**config.mk**
```make
export PLATFORM = sky130hd
export DESIGN_NAME = char_lcd_nibble_write_sequencer
export DESIGN_NICKNAME = d
export VERILOG_FILES = /design/src/hdl/lcdw_pkg.sv /design/src/hdl/lcdw_fifo.sv /design/src/hdl/lcdw_regs.sv /design/src/hdl/lcdw_front.sv /design/src/hdl/lcdw_back.sv /design/src/hdl/char_lcd_nibble_write_sequencer.sv
export SDC_FILE = /design/constraint.sdc
export NUM_CORES = 1
export LEC_CHECK = 0
export ABC_CLOCK_PERIOD_IN_PS = 5100
export CAP_MARGIN = 20
export CORE_UTILIZATION = 45
export CTS_CLUSTER_DIAMETER = 30
export DETAILED_ROUTE_END_ITERATION = 7
export DONT_BUFFER_PORTS = 1
export SYNTH_ARGS = -nofsm -noshare
export SYNTH_HDL_FRONTEND = slang
export SYNTH_HIERARCHICAL = 1
export SYNTH_SLANG_ARGS = --single-unit
```
**constraint.sdc**
```tcl
create_clock -name i_clk -period 5.1 [get_ports i_clk]
set_input_delay 0.51 -clock i_clk [delete_from_list [all_inputs] [get_ports i_clk]]
set_output_delay 0.51 -clock i_clk [all_outputs]
set_load 0.005 [all_outputs]
```
**src/hdl/lcdw_pkg.sv**
```systemverilog
// Shared types, register map and power-up tables for the LCD nibble write sequencer.
// No dependencies; every file in hdl but lcdw_fifo imports this package.
package lcdw_pkg;

    localparam int COUNTER_WIDTH_DEF = 16;
    localparam int ADDR_W            = 5;
    localparam int DATA_W            = 32;

    // register indexes (paddr[4:2])
    localparam logic [2:0] REG_ENABLE_PHASE = 3'd0;
    localparam logic [2:0] REG_SELECT_SETUP = 3'd1;
    localparam logic [2:0] REG_BYTE_GAP     = 3'd2;
    localparam logic [2:0] REG_SHORT_WAIT   = 3'd3;
    localparam logic [2:0] REG_LONG_WAIT    = 3'd4;
    localparam logic [2:0] REG_DATA_WAIT    = 3'd5;

    localparam logic [7:0]  RST_ENABLE_PHASE = 8'd10;
    localparam logic [15:0] RST_SELECT_SETUP = 16'd1000;
    localparam logic [15:0] RST_BYTE_GAP     = 16'd100;
    localparam logic [15:0] RST_SHORT_WAIT   = 16'd40;
    localparam logic [15:0] RST_LONG_WAIT    = 16'd1070;
    localparam logic [15:0] RST_DATA_WAIT    = 16'd1000;

    localparam logic [3:0]  INIT_COUNT   = 4'd8;
    localparam logic [15:0] INIT_LEAD_US = 16'd30000;
    localparam logic [7:0]  LONG_CMD_LIMIT = 8'd4;

    typedef enum logic [1:0] {
        KIND_TICK = 2'd0,
        KIND_CMD  = 2'd1,
        KIND_DATA = 2'd2,
        KIND_INIT = 2'd3
    } t_kind;

    typedef struct packed {
        t_kind      kind;
        logic [7:0] byte_value;
    } t_item;

    typedef struct packed {
        logic       select_pin;
        logic       enable_pin;
        logic [3:0] bus_nibble;
        logic       busy_res;
        logic       rejected;
    } t_result;

    typedef struct packed {
        logic [7:0]  enable_phase_us;
        logic [15:0] select_setup_us;
        logic [15:0] byte_gap_us;
        logic [15:0] short_command_wait_us;
        logic [15:0] long_command_wait_us;
        logic [15:0] data_wait_us;
    } t_cfg;

    typedef enum logic [11:0] {
        PH_IDLE      = 12'b0000_0000_0001,
        PH_SETUP     = 12'b0000_0000_0010,
        PH_HI_A      = 12'b0000_0000_0100,
        PH_HI_B      = 12'b0000_0000_1000,
        PH_HI_C      = 12'b0000_0001_0000,
        PH_LO_A      = 12'b0000_0010_0000,
        PH_LO_B      = 12'b0000_0100_0000,
        PH_LO_C      = 12'b0000_1000_0000,
        PH_GAP       = 12'b0001_0000_0000,
        PH_POST      = 12'b0010_0000_0000,
        PH_INIT_LEAD = 12'b0100_0000_0000,
        PH_INIT_TAIL = 12'b1000_0000_0000
    } t_phase;

    localparam int ITEM_W   = $bits(t_item);
    localparam int RESULT_W = $bits(t_result);

    function automatic logic [7:0] init_cmd(input logic [2:0] idx);
        logic [7:0] c;
        case (idx)
            3'd0:    c = 8'h30;
            3'd1:    c = 8'h30;
            3'd2:    c = 8'h30;
            3'd3:    c = 8'h20;
            3'd4:    c = 8'h28;
            3'd5:    c = 8'h0F;
            3'd6:    c = 8'h01;
            default: c = 8'h06;
        endcase
        return c;
    endfunction

    function automatic logic [15:0] init_tail(input logic [2:0] idx);
        logic [15:0] t;
        case (idx)
            3'd0:    t = 16'd10000;
            3'd1:    t = 16'd1000;
            3'd2:    t = 16'd1000;
            3'd3:    t = 16'd1000;
            3'd4:    t = 16'd100;
            3'd5:    t = 16'd100;
            3'd6:    t = 16'd100;
            default: t = 16'd10000;
        endcase
        return t;
    endfunction

endpackage

```
**src/hdl/lcdw_fifo.sv**
```systemverilog
// Two-entry queue with registered slots.
// Depends on nothing but its WIDTH parameter.
module lcdw_fifo #(
    parameter int WIDTH = 8
) (
    input  logic             i_clk,
    input  logic             i_rst_n,
    input  logic             i_push,
    input  logic [WIDTH-1:0] i_data,
    output logic             o_full,
    input  logic             i_pop,
    output logic             o_empty,
    output logic [WIDTH-1:0] o_data
);

    logic [WIDTH-1:0] r_mem [2];
    logic             r_wr_ptr;
    logic             r_rd_ptr;
    logic [1:0]       r_count;
    logic             w_do_push;
    logic             w_do_pop;

    assign o_full    = (r_count == 2'd2);
    assign o_empty   = (r_count == 2'd0);
    assign o_data    = r_mem[r_rd_ptr];
    assign w_do_push = i_push && !o_full;
    assign w_do_pop  = i_pop && !o_empty;

    always_ff @(posedge i_clk) begin
        if (w_do_push) begin
            r_mem[r_wr_ptr] <= i_data;
        end
    end

    always_ff @(posedge i_clk) begin
        if (!i_rst_n) begin
            r_wr_ptr <= 1'b0;
            r_rd_ptr <= 1'b0;
            r_count  <= 2'd0;
        end else begin
            if (w_do_push) begin
                r_wr_ptr <= !r_wr_ptr;
            end
            if (w_do_pop) begin
                r_rd_ptr <= !r_rd_ptr;
            end
            case ({w_do_push, w_do_pop})
                2'b10:   r_count <= r_count + 2'd1;
                2'b01:   r_count <= r_count - 2'd1;
                default: r_count <= r_count;
            endcase
        end
    end

`ifndef ASSERT_OFF
    a_count_range: assert property (@(posedge i_clk) disable iff (!i_rst_n)
        r_count != 2'd3)
        else $error("queue count out of range");
    a_pop_moves_ptr: assert property (@(posedge i_clk) disable iff (!i_rst_n)
        w_do_pop |=> r_rd_ptr != $past(r_rd_ptr))
        else $error("read pointer did not advance on pop");
    a_push_count: assert property (@(posedge i_clk) disable iff (!i_rst_n)
        (w_do_push && !w_do_pop) |=> r_count == $past(r_count) + 2'd1)
        else $error("count did not follow push");
`endif

endmodule

```
**src/hdl/lcdw_regs.sv**
```systemverilog
// Configuration registers behind an APB-style port.
// Depends on lcdw_pkg for the register map and reset values.
module lcdw_regs (
    input  logic                       i_clk,
    input  logic                       i_rst_n,
    input  logic                       psel,
    input  logic                       penable,
    input  logic                       pwrite,
    input  logic [lcdw_pkg::ADDR_W-1:0] paddr,
    input  logic [lcdw_pkg::DATA_W-1:0] pwdata,
    output logic [lcdw_pkg::DATA_W-1:0] prdata,
    output logic                       pready,
    output lcdw_pkg::t_cfg             o_cfg
);
    import lcdw_pkg::*;

    t_cfg       r_cfg;
    logic [2:0] w_idx;
    logic       w_wr;

    assign pready = 1'b1;
    assign w_idx  = paddr[4:2];
    assign w_wr   = psel && penable && pwrite && pready;
    assign o_cfg  = r_cfg;

    always_ff @(posedge i_clk) begin
        if (!i_rst_n) begin
            r_cfg.enable_phase_us       <= RST_ENABLE_PHASE;
            r_cfg.select_setup_us       <= RST_SELECT_SETUP;
            r_cfg.byte_gap_us           <= RST_BYTE_GAP;
            r_cfg.short_command_wait_us <= RST_SHORT_WAIT;
            r_cfg.long_command_wait_us  <= RST_LONG_WAIT;
            r_cfg.data_wait_us          <= RST_DATA_WAIT;
        end else if (w_wr) begin
            unique case (w_idx)
                REG_ENABLE_PHASE: r_cfg.enable_phase_us       <= pwdata[7:0];
                REG_SELECT_SETUP: r_cfg.select_setup_us       <= pwdata[15:0];
                REG_BYTE_GAP:     r_cfg.byte_gap_us           <= pwdata[15:0];
                REG_SHORT_WAIT:   r_cfg.short_command_wait_us <= pwdata[15:0];
                REG_LONG_WAIT:    r_cfg.long_command_wait_us  <= pwdata[15:0];
                REG_DATA_WAIT:    r_cfg.data_wait_us          <= pwdata[15:0];
                default:          r_cfg <= r_cfg;
            endcase
        end
    end

    always_comb begin
        unique case (w_idx)
            REG_ENABLE_PHASE: prdata = {24'd0, r_cfg.enable_phase_us};
            REG_SELECT_SETUP: prdata = {16'd0, r_cfg.select_setup_us};
            REG_BYTE_GAP:     prdata = {16'd0, r_cfg.byte_gap_us};
            REG_SHORT_WAIT:   prdata = {16'd0, r_cfg.short_command_wait_us};
            REG_LONG_WAIT:    prdata = {16'd0, r_cfg.long_command_wait_us};
            REG_DATA_WAIT:    prdata = {16'd0, r_cfg.data_wait_us};
            default:          prdata = '0;
        endcase
    end

endmodule

```
**src/hdl/lcdw_front.sv**
```systemverilog
// Front end: takes input requests, classifies the mode and queues them.
// Depends on lcdw_pkg and lcdw_fifo.
module lcdw_front (
    input  logic            i_clk,
    input  logic            i_rst_n,
    input  logic            i_push,
    input  logic [1:0]      i_mode,
    input  logic [7:0]      i_byte_value,
    output logic            o_full,
    output logic            o_item_valid,
    input  logic            i_item_pop,
    output lcdw_pkg::t_item o_item
);
    import lcdw_pkg::*;

    t_item w_item;
    logic  w_empty;

    always_comb begin
        unique case (i_mode)
            KIND_TICK: w_item.kind = KIND_TICK;
            KIND_CMD:  w_item.kind = KIND_CMD;
            KIND_DATA: w_item.kind = KIND_DATA;
            default:   w_item.kind = KIND_INIT;
        endcase
        w_item.byte_value = i_byte_value;
    end

    lcdw_fifo #(
        .WIDTH(ITEM_W)
    ) u_item_q (
        .i_clk   (i_clk),
        .i_rst_n (i_rst_n),
        .i_push  (i_push),
        .i_data  (w_item),
        .o_full  (o_full),
        .i_pop   (i_item_pop),
        .o_empty (w_empty),
        .o_data  (o_item)
    );

    assign o_item_valid = !w_empty;

endmodule

```
**src/hdl/lcdw_back.sv**
```systemverilog
// Back end: phase sequencer, wait counter and pin drive for the 4-bit bus.
// Depends on lcdw_pkg; runs one phase step per cycle when waits are zero.
module lcdw_back #(
    parameter int COUNTER_WIDTH = lcdw_pkg::COUNTER_WIDTH_DEF
) (
    input  logic              i_clk,
    input  logic              i_rst_n,
    input  lcdw_pkg::t_cfg    i_cfg,
    input  logic              i_item_valid,
    input  lcdw_pkg::t_item   i_item,
    output logic              o_item_pop,
    input  logic              i_res_full,
    output logic              o_res_push,
    output lcdw_pkg::t_result o_result
);
    import lcdw_pkg::*;

    localparam logic [31:0] CMAX = (32'd1 << COUNTER_WIDTH) - 32'd1;

    t_phase                   r_phase, n_phase;
    logic [COUNTER_WIDTH-1:0] r_wait, n_wait;
    logic [7:0]               r_byte, n_byte;
    logic                     r_sel, n_sel;
    logic [3:0]               r_step, n_step;
    logic [4:0]               r_pins, n_pins;
    logic                     r_settle, n_settle;
    logic                     r_rej, n_rej;
    logic                     w_check;

    // saturate a 16-bit wait to the counter width
    function automatic logic [COUNTER_WIDTH-1:0] load(input logic [15:0] v);
        if (32'(v) > CMAX) begin
            return CMAX[COUNTER_WIDTH-1:0];
        end
        return COUNTER_WIDTH'(v);
    endfunction

    always_comb begin
        n_phase    = r_phase;
        n_wait     = r_wait;
        n_byte     = r_byte;
        n_sel      = r_sel;
        n_step     = r_step;
        n_pins     = r_pins;
        n_settle   = r_settle;
        n_rej      = r_rej;
        o_item_pop = 1'b0;
        o_res_push = 1'b0;
        w_check    = 1'b0;

        if (r_settle) begin
            w_check = 1'b1;
            unique case (r_phase)
                PH_SETUP: begin
                    n_phase = PH_HI_A;
                    n_pins  = {1'b0, r_byte[7:4]};
                    n_wait  = load({8'd0, i_cfg.enable_phase_us});
                end
                PH_HI_A: begin
                    n_phase = PH_HI_B;
                    n_pins  = {1'b1, r_byte[7:4]};
                    n_wait  = load({8'd0, i_cfg.enable_phase_us});
                end
                PH_HI_B: begin
                    n_phase = PH_HI_C;
                    n_pins  = {1'b0, r_byte[7:4]};
                    n_wait  = load({8'd0, i_cfg.enable_phase_us});
                end
                PH_HI_C: begin
                    n_phase = PH_LO_A;
                    n_pins  = {1'b0, r_byte[3:0]};
                    n_wait  = load({8'd0, i_cfg.enable_phase_us});
                end
                PH_LO_A: begin
                    n_phase = PH_LO_B;
                    n_pins  = {1'b1, r_byte[3:0]};
                    n_wait  = load({8'd0, i_cfg.enable_phase_us});
                end
                PH_LO_B: begin
                    n_phase = PH_LO_C;
                    n_pins  = {1'b0, r_byte[3:0]};
                    n_wait  = load({8'd0, i_cfg.enable_phase_us});
                end
                PH_LO_C: begin
                    n_phase = PH_GAP;
                    n_wait  = load(i_cfg.byte_gap_us);
                end
                PH_GAP: begin
                    n_phase = PH_POST;
                    if (r_sel) begin
                        n_wait = load(i_cfg.data_wait_us);
                    end else if (r_byte < LONG_CMD_LIMIT) begin
                        n_wait = load(i_cfg.long_command_wait_us);
                    end else begin
                        n_wait = load(i_cfg.short_command_wait_us);
                    end
                end
                PH_POST: begin
                    if (r_step >= 4'd1 && r_step <= INIT_COUNT) begin
                        n_phase = PH_INIT_TAIL;
                        n_wait  = load(init_tail(3'(r_step - 4'd1)));
                    end else begin
                        n_step  = 4'd0;
                        n_phase = PH_IDLE;
                        n_wait  = '0;
                    end
                end
                PH_INIT_LEAD: begin
                    if (r_step >= 4'd1 && r_step <= INIT_COUNT) begin
                        n_byte  = init_cmd(3'(r_step - 4'd1));
                        n_sel   = 1'b0;
                        n_phase = PH_SETUP;
                        n_wait  = load(i_cfg.select_setup_us);
                    end else begin
                        n_step  = 4'd0;
                        n_phase = PH_IDLE;
                        n_wait  = '0;
                    end
                end
                PH_INIT_TAIL: begin
                    // next command of the sequence sits at the old step index
                    if (r_step >= 4'd1 && r_step < INIT_COUNT) begin
                        n_step  = r_step + 4'd1;
                        n_byte  = init_cmd(r_step[2:0]);
                        n_sel   = 1'b0;
                        n_phase = PH_SETUP;
                        n_wait  = load(i_cfg.select_setup_us);
                    end else begin
                        n_step  = 4'd0;
                        n_phase = PH_IDLE;
                        n_wait  = '0;
                    end
                end
                default: begin
                    n_step  = 4'd0;
                    n_phase = PH_IDLE;
                    n_wait  = '0;
                end
            endcase
        end else if (i_item_valid && !i_res_full) begin
            o_item_pop = 1'b1;
            w_check    = 1'b1;
            n_rej      = 1'b0;
            if (i_item.kind == KIND_TICK) begin
                if (r_phase != PH_IDLE && r_wait != '0) begin
                    n_wait = r_wait - COUNTER_WIDTH'(1);
                end
            end else if (r_phase != PH_IDLE) begin
                // refuse the request and leave the sequence untouched
                n_rej = 1'b1;
            end else begin
                unique case (i_item.kind) inside
                    KIND_CMD, KIND_DATA: begin
                        n_byte  = i_item.byte_value;
                        n_sel   = (i_item.kind == KIND_DATA);
                        n_phase = PH_SETUP;
                        n_wait  = load(i_cfg.select_setup_us);
                    end
                    default: begin
                        n_step  = 4'd1;
                        n_phase = PH_INIT_LEAD;
                        n_wait  = load(INIT_LEAD_US);
                    end
                endcase
            end
        end

        // a zero-length phase ends at once: step again before reporting
        if (w_check) begin
            if (n_phase != PH_IDLE && n_wait == '0) begin
                n_settle = 1'b1;
            end else begin
                n_settle   = 1'b0;
                o_res_push = 1'b1;
            end
        end
    end

    assign o_result.select_pin = n_sel;
    assign o_result.enable_pin = n_pins[4];
    assign o_result.bus_nibble = n_pins[3:0];
    assign o_result.busy_res   = (n_phase != PH_IDLE);
    assign o_result.rejected   = n_rej;

    always_ff @(posedge i_clk) begin
        if (!i_rst_n) begin
            r_phase  <= PH_IDLE;
            r_wait   <= '0;
            r_byte   <= 8'd0;
            r_sel    <= 1'b0;
            r_step   <= 4'd0;
            r_pins   <= 5'd0;
            r_settle <= 1'b0;
            r_rej    <= 1'b0;
        end else begin
            r_phase  <= n_phase;
            r_wait   <= n_wait;
            r_byte   <= n_byte;
            r_sel    <= n_sel;
            r_step   <= n_step;
            r_pins   <= n_pins;
            r_settle <= n_settle;
            r_rej    <= n_rej;
        end
    end

`ifndef ASSERT_OFF
    a_settle_busy: assert property (@(posedge i_clk) disable iff (!i_rst_n)
        r_settle |-> r_phase != PH_IDLE)
        else $error("settling while idle");
    a_busy_waits: assert property (@(posedge i_clk) disable iff (!i_rst_n)
        (!r_settle && r_phase != PH_IDLE) |-> r_wait != '0)
        else $error("busy phase left with zero wait");
    a_push_room: assert property (@(posedge i_clk) disable iff (!i_rst_n)
        o_res_push |-> !i_res_full)
        else $error("result pushed into full queue");
    a_step_range: assert property (@(posedge i_clk) disable iff (!i_rst_n)
        r_step <= INIT_COUNT)
        else $error("init step out of range");
    a_no_pop_settle: assert property (@(posedge i_clk) disable iff (!i_rst_n)
        r_settle |-> !o_item_pop)
        else $error("request taken during a settle step");
`endif

endmodule

```
**src/hdl/char_lcd_nibble_write_sequencer.sv**
```systemverilog
// Character LCD write sequencer, 4-bit bus: one result per request.
// Each request passes the request queue and the phase stepper into the result queue, and
// the stepper runs through any zero-length phases before it reports the result.
// Throughput: one request per cycle while no zero-length phase is stepped through and the result queue has room.
// Reset: synchronous, active low; clears queues and sequencer, loads register defaults.
// Depends on lcdw_pkg, lcdw_regs, lcdw_front, lcdw_back and lcdw_fifo.
module char_lcd_nibble_write_sequencer #(
    parameter int COUNTER_WIDTH = lcdw_pkg::COUNTER_WIDTH_DEF
) (
    input  logic                        i_clk,
    input  logic                        i_rst_n,
    input  logic                        psel,
    input  logic                        penable,
    input  logic                        pwrite,
    input  logic [lcdw_pkg::ADDR_W-1:0] paddr,
    input  logic [lcdw_pkg::DATA_W-1:0] pwdata,
    output logic [lcdw_pkg::DATA_W-1:0] prdata,
    output logic                        pready,
    input  logic                        push,
    output logic                        full,
    input  logic [1:0]                  i_mode,
    input  logic [7:0]                  i_byte_value,
    output logic                        empty,
    input  logic                        pop,
    output logic                        o_select_pin,
    output logic                        o_enable_pin,
    output logic [3:0]                  o_bus_nibble,
    output logic                        o_busy_res,
    output logic                        o_rejected
);
    import lcdw_pkg::*;

    t_cfg    w_cfg;
    t_item   w_item;
    logic    w_item_valid;
    logic    w_item_pop;
    logic    w_res_full;
    logic    w_res_push;
    t_result w_res_in;
    t_result w_res_out;

    lcdw_regs u_regs (
        .i_clk   (i_clk),
        .i_rst_n (i_rst_n),
        .psel    (psel),
        .penable (penable),
        .pwrite  (pwrite),
        .paddr   (paddr),
        .pwdata  (pwdata),
        .prdata  (prdata),
        .pready  (pready),
        .o_cfg   (w_cfg)
    );

    lcdw_front u_front (
        .i_clk        (i_clk),
        .i_rst_n      (i_rst_n),
        .i_push       (push),
        .i_mode       (i_mode),
        .i_byte_value (i_byte_value),
        .o_full       (full),
        .o_item_valid (w_item_valid),
        .i_item_pop   (w_item_pop),
        .o_item       (w_item)
    );

    lcdw_back #(
        .COUNTER_WIDTH(COUNTER_WIDTH)
    ) u_back (
        .i_clk        (i_clk),
        .i_rst_n      (i_rst_n),
        .i_cfg        (w_cfg),
        .i_item_valid (w_item_valid),
        .i_item       (w_item),
        .o_item_pop   (w_item_pop),
        .i_res_full   (w_res_full),
        .o_res_push   (w_res_push),
        .o_result     (w_res_in)
    );

    lcdw_fifo #(
        .WIDTH(RESULT_W)
    ) u_res_q (
        .i_clk   (i_clk),
        .i_rst_n (i_rst_n),
        .i_push  (w_res_push),
        .i_data  (w_res_in),
        .o_full  (w_res_full),
        .i_pop   (pop),
        .o_empty (empty),
        .o_data  (w_res_out)
    );

    assign o_select_pin = w_res_out.select_pin;
    assign o_enable_pin = w_res_out.enable_pin;
    assign o_bus_nibble = w_res_out.bus_nibble;
    assign o_busy_res   = w_res_out.busy_res;
    assign o_rejected   = w_res_out.rejected;

endmodule
```
==> results.yml, run 1 <==
sta:
  max_freq_mhz: 225
  hold-worst-slack_ns: 0.169
  fin_crit_sh: 0.870
  worst_pin_slew_ns: 1.12
  setup_viol: 0
  hold_viol: 0
  setup_tns_ns: 0
  rsz0062_at_grt: "no"
  slew_headroom: 0.253
  report.final.slew_viol_count: 0
  fin_skew_ns: 0.0103
  layout_min_cycle_time_ns: 4.44
clock_network:
  clock-sinks: 182
  postCtsHoldBufs: 0
  cts_made_buffers: 17
  clock_path_buffers: 2
  clk_pin_slew_ns: 0.07
  cts_root_buf: "clkbuf_16"
  post_cts_resized: 0
  h-tree-depth: 4
  post_cts_buffers: 0
  cts_tree: "yes"
  clkLatencyLatePin_ns: 0.43
worst_setup_path:
  endpoint_kind: "register"
  r2r_start: "u_back/r_step[1]"
  crit_arrival_ns: 4.80
  reg2reg_to: "u_res_q/r_count[1]"
  path_max_fanout: 13
  rr_worst_depth: 15
  critPathRequiredTime_ns: 5.46
  start_kind: "register"
  path_class: "register to register"
  reg2reg_slack_ns: 0.66
finish:
  nets: 1190
  area_delta_synth_final_pct: 5.69
  final_util: 0.490
  final_layout_size_suffix_gt1_frac: 0.113
  antenna_cells: 0
floorplanning:
  io_pins: 97
  initial_core_util: 0.464
  fp.dieH_um: 156
  fp-row-count: 55
  core_area_mm2: 0.0229
  fp.dieArea_mm2: 0.0242
  fp.dieW_um: 156
power:
  leakage_uw: 0.00433
  pwr_density_cell_mw_per_mm2: 492
  vdd_ir_drop_max_uv: 256
  p_total_uw: 5520
logic_synthesis:
  synthCells: 1169
  yosys-top-cells-count: "dfxtp_1 (146), nand2_1 (140), mux2i_1 (91)"
  syn_area_mm2: 0.0106
  synth.distinct_cells: 97
  synth-seq-area-share: 0.377
  syn_area_per_cell_um2: 9.09
  synth_most_common_cell: "dfxtp_1"
  synth_top_area_frac: 0.275
  synth_edf_count: 36
  ys_warn_count: 6
  synth_area_leaders: "dfxtp_1 (28%), edfxtp_1 (10%), mux2i_1 (8.6%)"
  ys.flop_type: "dfxtp_1"
  synth_seq_cells: 182
  synth_top_area_cell: "dfxtp_1"
  async_flop_share: 0
placement:
  dp_hpwl_mm: 21.1
  globalplace.congestion: 0.923
  port_buffers: 0
worst_hold_path:
  hold_end: "u_front/u_item_q/r_mem[1][5]"
  hold_path.class: "primary input to register"
  min_path_cells: 0
  min_from: "i_byte_value[5]"
routing:
  drt_iter0_drc: 1006
  drt_wl_total_mm: 30.6
  drt_first_pass_iters: 5
  routedWlPerCell_um: 21.2
  drc_errors: 0
  viasPerCell: 6.14
  ant_nets: 0
  num_vias: 8879
grt:
  gr-total-overflow: 0
  grt_pass1_wl_mm: 47.9
  track_usage: 0.258
  grt_pass1_vias: 8266
  antenna_found_initial: 1
  grt_start_max_net_pins: 139
status:
  status: "completed"
run:
  max-cap-violations: 0
-- worst max-delay path: stages (launching register included) --
cell,delay [ns]
dfxtp_1,0.44
inv_1,0.12
ha_1,0.32
nor4b_2,0.47
a211o_1,0.25
a21oi_2,0.25
a2111o_1,0.49
a211oi_1,0.34
nand4_1,0.19
nor4_1,0.23
nand3_1,0.17
nor2b_1,0.21
nand2_1,0.10
ha_1,0.26
or3_1,0.38
a21oi_1,0.14
-- state kept, by name, summed over array words and instances, names as in the netlist, 2 cells and up, named ones only --
register and cells:
u_front/u_item_q/r_mem 20, u_back/r_step 4, u_res_q/r_mem 16, u_regs/o_cfg 88
u_back/r_wait 16, u_back/r_phase 12, u_front/u_item_q/r_count 2, u_back/r_byte 8
u_res_q/r_count 2, u_back/r_pins 5
-- worst max-delay path by stage --
stage                           from                   to  slack (ns)  cells past startpoint
finish              u_back/r_step[1]   u_res_q/r_count[1]        0.66                     15
global route                register   u_res_q/r_count[1]        0.30                     18
CTS                         register  u_res_q/r_mem[0][7]        0.74                     17
detailed placement  u_back/r_step[0]  u_res_q/r_mem[0][3]        0.75                     13
global placement            register  u_res_q/r_mem[0][3]        0.80                     17
floorplan           u_back/r_step[1]   u_res_q/r_count[1]        1.47                     16
-- cells in the final DEF, fill, tap and decap left out, drive strengths merged, types with 8 or more instances in the layout --
| cell | n |
|---|---|
| dfxtp | 146 |
| nand2 | 140 |
| mux2i | 91 |
| o21ai | 71 |
| nor2 | 63 |
| inv | 44 |
| mux2 | 43 |
| a21oi | 43 |
| edfxtp | 36 |
| nand3 | 31 |
| nor3 | 29 |
| a22oi | 26 |
| and2 | 24 |
| nor2b | 23 |
| clkbuf | 19 |
| buf | 17 |
| conb | 17 |
| nand4 | 16 |
| ha | 15 |
| nor4 | 15 |
| or3 | 14 |
| o31ai | 12 |
| a211oi | 12 |
| xnor2 | 10 |
| a32oi | 10 |
| or4 | 10 |
| and3 | 9 |
| o211ai | 9 |
| a221oi | 8 |
-- per-layer routing --
metal,global-route usage,share of wire,vias up
met3,0.0542,0.071,50
met1,0.360,0.46,4338
li1,-,-,4180
met2,0.395,0.45,309
met5,0,0.00078,-
met4,0.0826,0.023,2
-- layout make-up --
| cell class | count | area [µm²] |
|---|---|---|
| Clock buffer | 19 | 443 |
| Clock inverter | 13 | 134 |
| Fill cell | 2207 | 11700 |
| Inverter | 39 | 146 |
| Multi-Input combinational cell | 864 | 5980 |
| Sequential cell | 182 | 4000 |
| Tap cell | 313 | 392 |
| Timing Repair Buffer | 17 | 128 |
-- stage by stage --
| step | setup WS, ns | cell area (µm²) | instances |
|---|---|---|---|
| floorplan | 1.47 | 10700 | 1184 |
| global route | 0.299 | 11200 | 1447 |
| CTS | 0.738 | 11200 | 1447 |
| finish | 0.664 | 11200 | 1447 |
| detailed placement | 0.753 | 10700 | 1415 |
| global placement | 0.804 | 10700 | 1415 |
-- power by group --
part,switching (µW),total (µW),internal [µW]
registers,159,1840,1680
clock network,620,1320,704
logic,1480,2360,879
-- logic make-up after synthesis --
family                   Yosys count  share of synthesized area
AND/OR/NAND/NOR                  415                      0.214
adder cells (fa/ha/maj)           15                     0.0177
other                              2                   0.000707
flip-flops                       182                      0.377
AO/OA/AOI/OAI                    266                      0.177
XOR/XNOR                          16                     0.0132
multiplexers                     135                      0.134
buffers and inverters            138                     0.0664
(Power assumes the default switching activity.)
==> run 2: changes to the inputs <==
ABC_AREA = 1   (was unset)
==> run 2 against run 1 <==
Die area rose by 7.0%. Synthesized cell count up 51%. Area after synthesis grew 7.1%. Clock skew is 0.0062 ns higher. Largest cell class unchanged. Sequential power about the same. Hold slack worse by 0.0019 ns. Non-clock buffer count down 3. Final cell count rose by 41%. Count of clock-buffer cells in the layout grew 1.
==> results.yml, run 2 <==
clock_network:
  post_cts_buffers: 0
  clock_path_buffers: 2
  h-tree-depth: 4
  clkLatencyLatePin_ns: 0.44
  clk_pin_slew_ns: 0.07
  post_cts_resized: 0
  cts_made_buffers: 17
  clock-sinks: 182
  cts_root_buf: "clkbuf_16"
  postCtsHoldBufs: 0
  cts_tree: "yes"
sta:
  report.final.slew_viol_count: 0
  layout_min_cycle_time_ns: 3.93
  fin_skew_ns: 0.0165
  fin_crit_sh: 0.770
  hold_viol: 0
  setup_viol: 0
  rsz0062_at_grt: "no"
  setup_tns_ns: 0
  hold-worst-slack_ns: 0.167
  max_freq_mhz: 255
  worst_pin_slew_ns: 1.08
  slew_headroom: 0.276
routing:
  drt_first_pass_iters: 7
  ant_nets: 0
  num_vias: 11100
  drt_iter0_drc: 1133
  viasPerCell: 5.42
  drc_errors: 0
  routedWlPerCell_um: 17.5
  drt_wl_total_mm: 35.8
placement:
  placed_cells: 2013
  globalplace.congestion: 0.932
  dp_hpwl_mm: 24.9
  port_buffers: 0
  place_area_mm2: 0.0114
finish:
  layout_commonest_cell: "nand2_1"
  antenna_cells: 0
  largest_reg_flops: 88
  area_delta_synth_final_pct: 5.42
  final_cells: 2046
  mostFrequentLayoutCells: "nand2_1 (515), nor2_1 (339), nand3_1 (182)"
  final_area_mm2: 0.0120
  final_layout_size_suffix_gt1_frac: 0.0842
  nets: 1778
logic_synthesis:
  synth_top_area_cell: "dfxtp_1"
  ys.flop_type: "dfxtp_1"
  synth_top_area_frac: 0.257
  synth_area_leaders: "dfxtp_1 (26%), nand2_1 (17%), nor2_1 (11%)"
  async_flop_share: 0
  synth_most_common_cell: "nand2_1"
  ys_warn_count: 6
  synth.distinct_cells: 51
  syn_area_per_cell_um2: 6.47
  synthCells: 1760
  synth_edf_count: 36
  yosys-top-cells-count: "nand2_1 (515), nor2_1 (339), nand3_1 (182)"
  synth_seq_cells: 182
  synth-seq-area-share: 0.352
  syn_area_mm2: 0.0114
worst_setup_path:
  slowest_delay_ns: 0.48
  start_kind: "register"
  crit_family: "simple AND/OR/NAND/NOR gates"
  crit_arrival_ns: 4.00
  path_max_fanout: 8
  path_cells: "inv_1, ha_1, ha_1, inv_1, o21ai_0, nand4_1, nand2_1, nor2_1, nand3_1, nand2_1, nand2_1, nor2_1, nand2_1, nor2_1, nand2_2, nor2_1, nor2_1, inv_1, nor2_2, inv_1, nor2_1"
  slowest_stage: "nor2_1"
  critPathRequiredTime_ns: 5.17
  path_class: "register to register"
  endpoint_kind: "register"
  cp_num_buf_inv: 4
  crit_path_frequent_cell: "nor2_1"
power:
  pwr_density_cell_mw_per_mm2: 516
  leakage_uw: 0.00552
  vdd_ir_drop_max_uv: 234
  p_total_uw: 6190
floorplanning:
  initial_core_util: 0.464
  core_area_mm2: 0.0245
  io_pins: 97
  fp-row-count: 57
  fp.dieArea_mm2: 0.0259
  fp.dieW_um: 161
  fp.dieH_um: 161
run:
  max-cap-violations: 0
grt:
  antenna_found_initial: 0
  track_usage: 0.278
  grt_start_max_net_pins: 109
  gr-total-overflow: 0
  grt_pass1_vias: 10200
  grt_pass1_wl_mm: 56.2
status:
  status: "completed"
worst_hold_path:
  hold_path.class: "primary input to register"
[run 2: layout make-up]
class / instances / area (µm²)
sequential: 182 / 4000
inverter: 151 / 578
timing repair buffer: 14 / 109
multi-input combinational: 1343 / 6290
tap: 324 / 405
fill: 2592 / 12500
clock inverter: 12 / 154
clock buffer: 20 / 457
[run 2: final timing paths]
| path | slack [ns] | to | cells after the start | start |
|---|---|---|---|---|
| worst max-delay path | 1.17 | u_res_q/r_mem[0][7] | 21 | u_back/r_step[0] |
| worst max register to register | 1.17 | u_res_q/r_mem[0][7] | 21 | u_back/r_step[0] |
| worst min-delay path | 0.17 | u_front/u_item_q/r_mem[0][0] | 0 | i_byte_value[0] |
| worst min register to register | 0.47 | u_back/r_pins[2] | 2 | u_back/r_pins[2] |
[run 2: layer usage]
| metal | share of wire | vias to the layer above | GRT usage | wire length (µm) |
|---|---|---|---|---|
| li1 | - | 5497 | - | - |
| met1 | 0.45 | 5033 | 0.381 | 16000 |
| met2 | 0.45 | 488 | 0.451 | 16100 |
| met3 | 0.077 | 65 | 0.0383 | 2770 |
| met4 | 0.024 | 0 | 0.0875 | 856 |
| met5 | 0 | - | 0 | 0 |
[run 2: logic make-up after synthesis]
| family | Yosys count | synth area share |
|---|---|---|
| simple gates | 1155 | 0.441 |
| buf+inv | 250 | 0.100 |
| flops | 182 | 0.352 |
| compound gates | 132 | 0.0670 |
| mux | 18 | 0.0178 |
| fa+ha+maj | 15 | 0.0165 |
| xor+xnor | 6 | 0.00462 |
| other cells | 2 | 0.000660 |
[run 2: worst register-to-register path, stage by stage (launching register included)]
cell     delay [ns]
dfxtp_1        0.41
inv_1          0.15
ha_1           0.31
ha_1           0.37
inv_1          0.13
o21ai_0        0.33
nand4_1        0.25
nand2_1        0.12
nor2_1         0.06
nand3_1        0.09
nand2_1        0.08
nand2_1        0.09
nor2_1         0.05
nand2_1        0.11
nor2_1         0.06
nand2_2        0.07
nor2_1         0.04
nor2_1         0.10
inv_1          0.06
nor2_2         0.13
inv_1          0.08
nor2_1         0.48
[run 2: metrics by stage]
| step | worst slack (ns) | utilization |
|---|---|---|
| 3_3_place_gp | 1.23 | 0.464 |
| 4_1_cts | 1.19 | 0.488 |
| 3_5_place_dp | 1.20 | 0.464 |
| 2_1_floorplan | 1.93 | - |
| 6_report | 1.17 | 0.489 |
| 5_1_grt | 0.868 | 0.489 |
[run 2: power breakdown]
group | switching (µW) | internal (µW) | total (µW)
clock | 629 | 768 | 1400
combinational | 2050 | 902 | 2950
sequential | 148 | 1690 | 1840
total | 2830 | 3360 | 6190
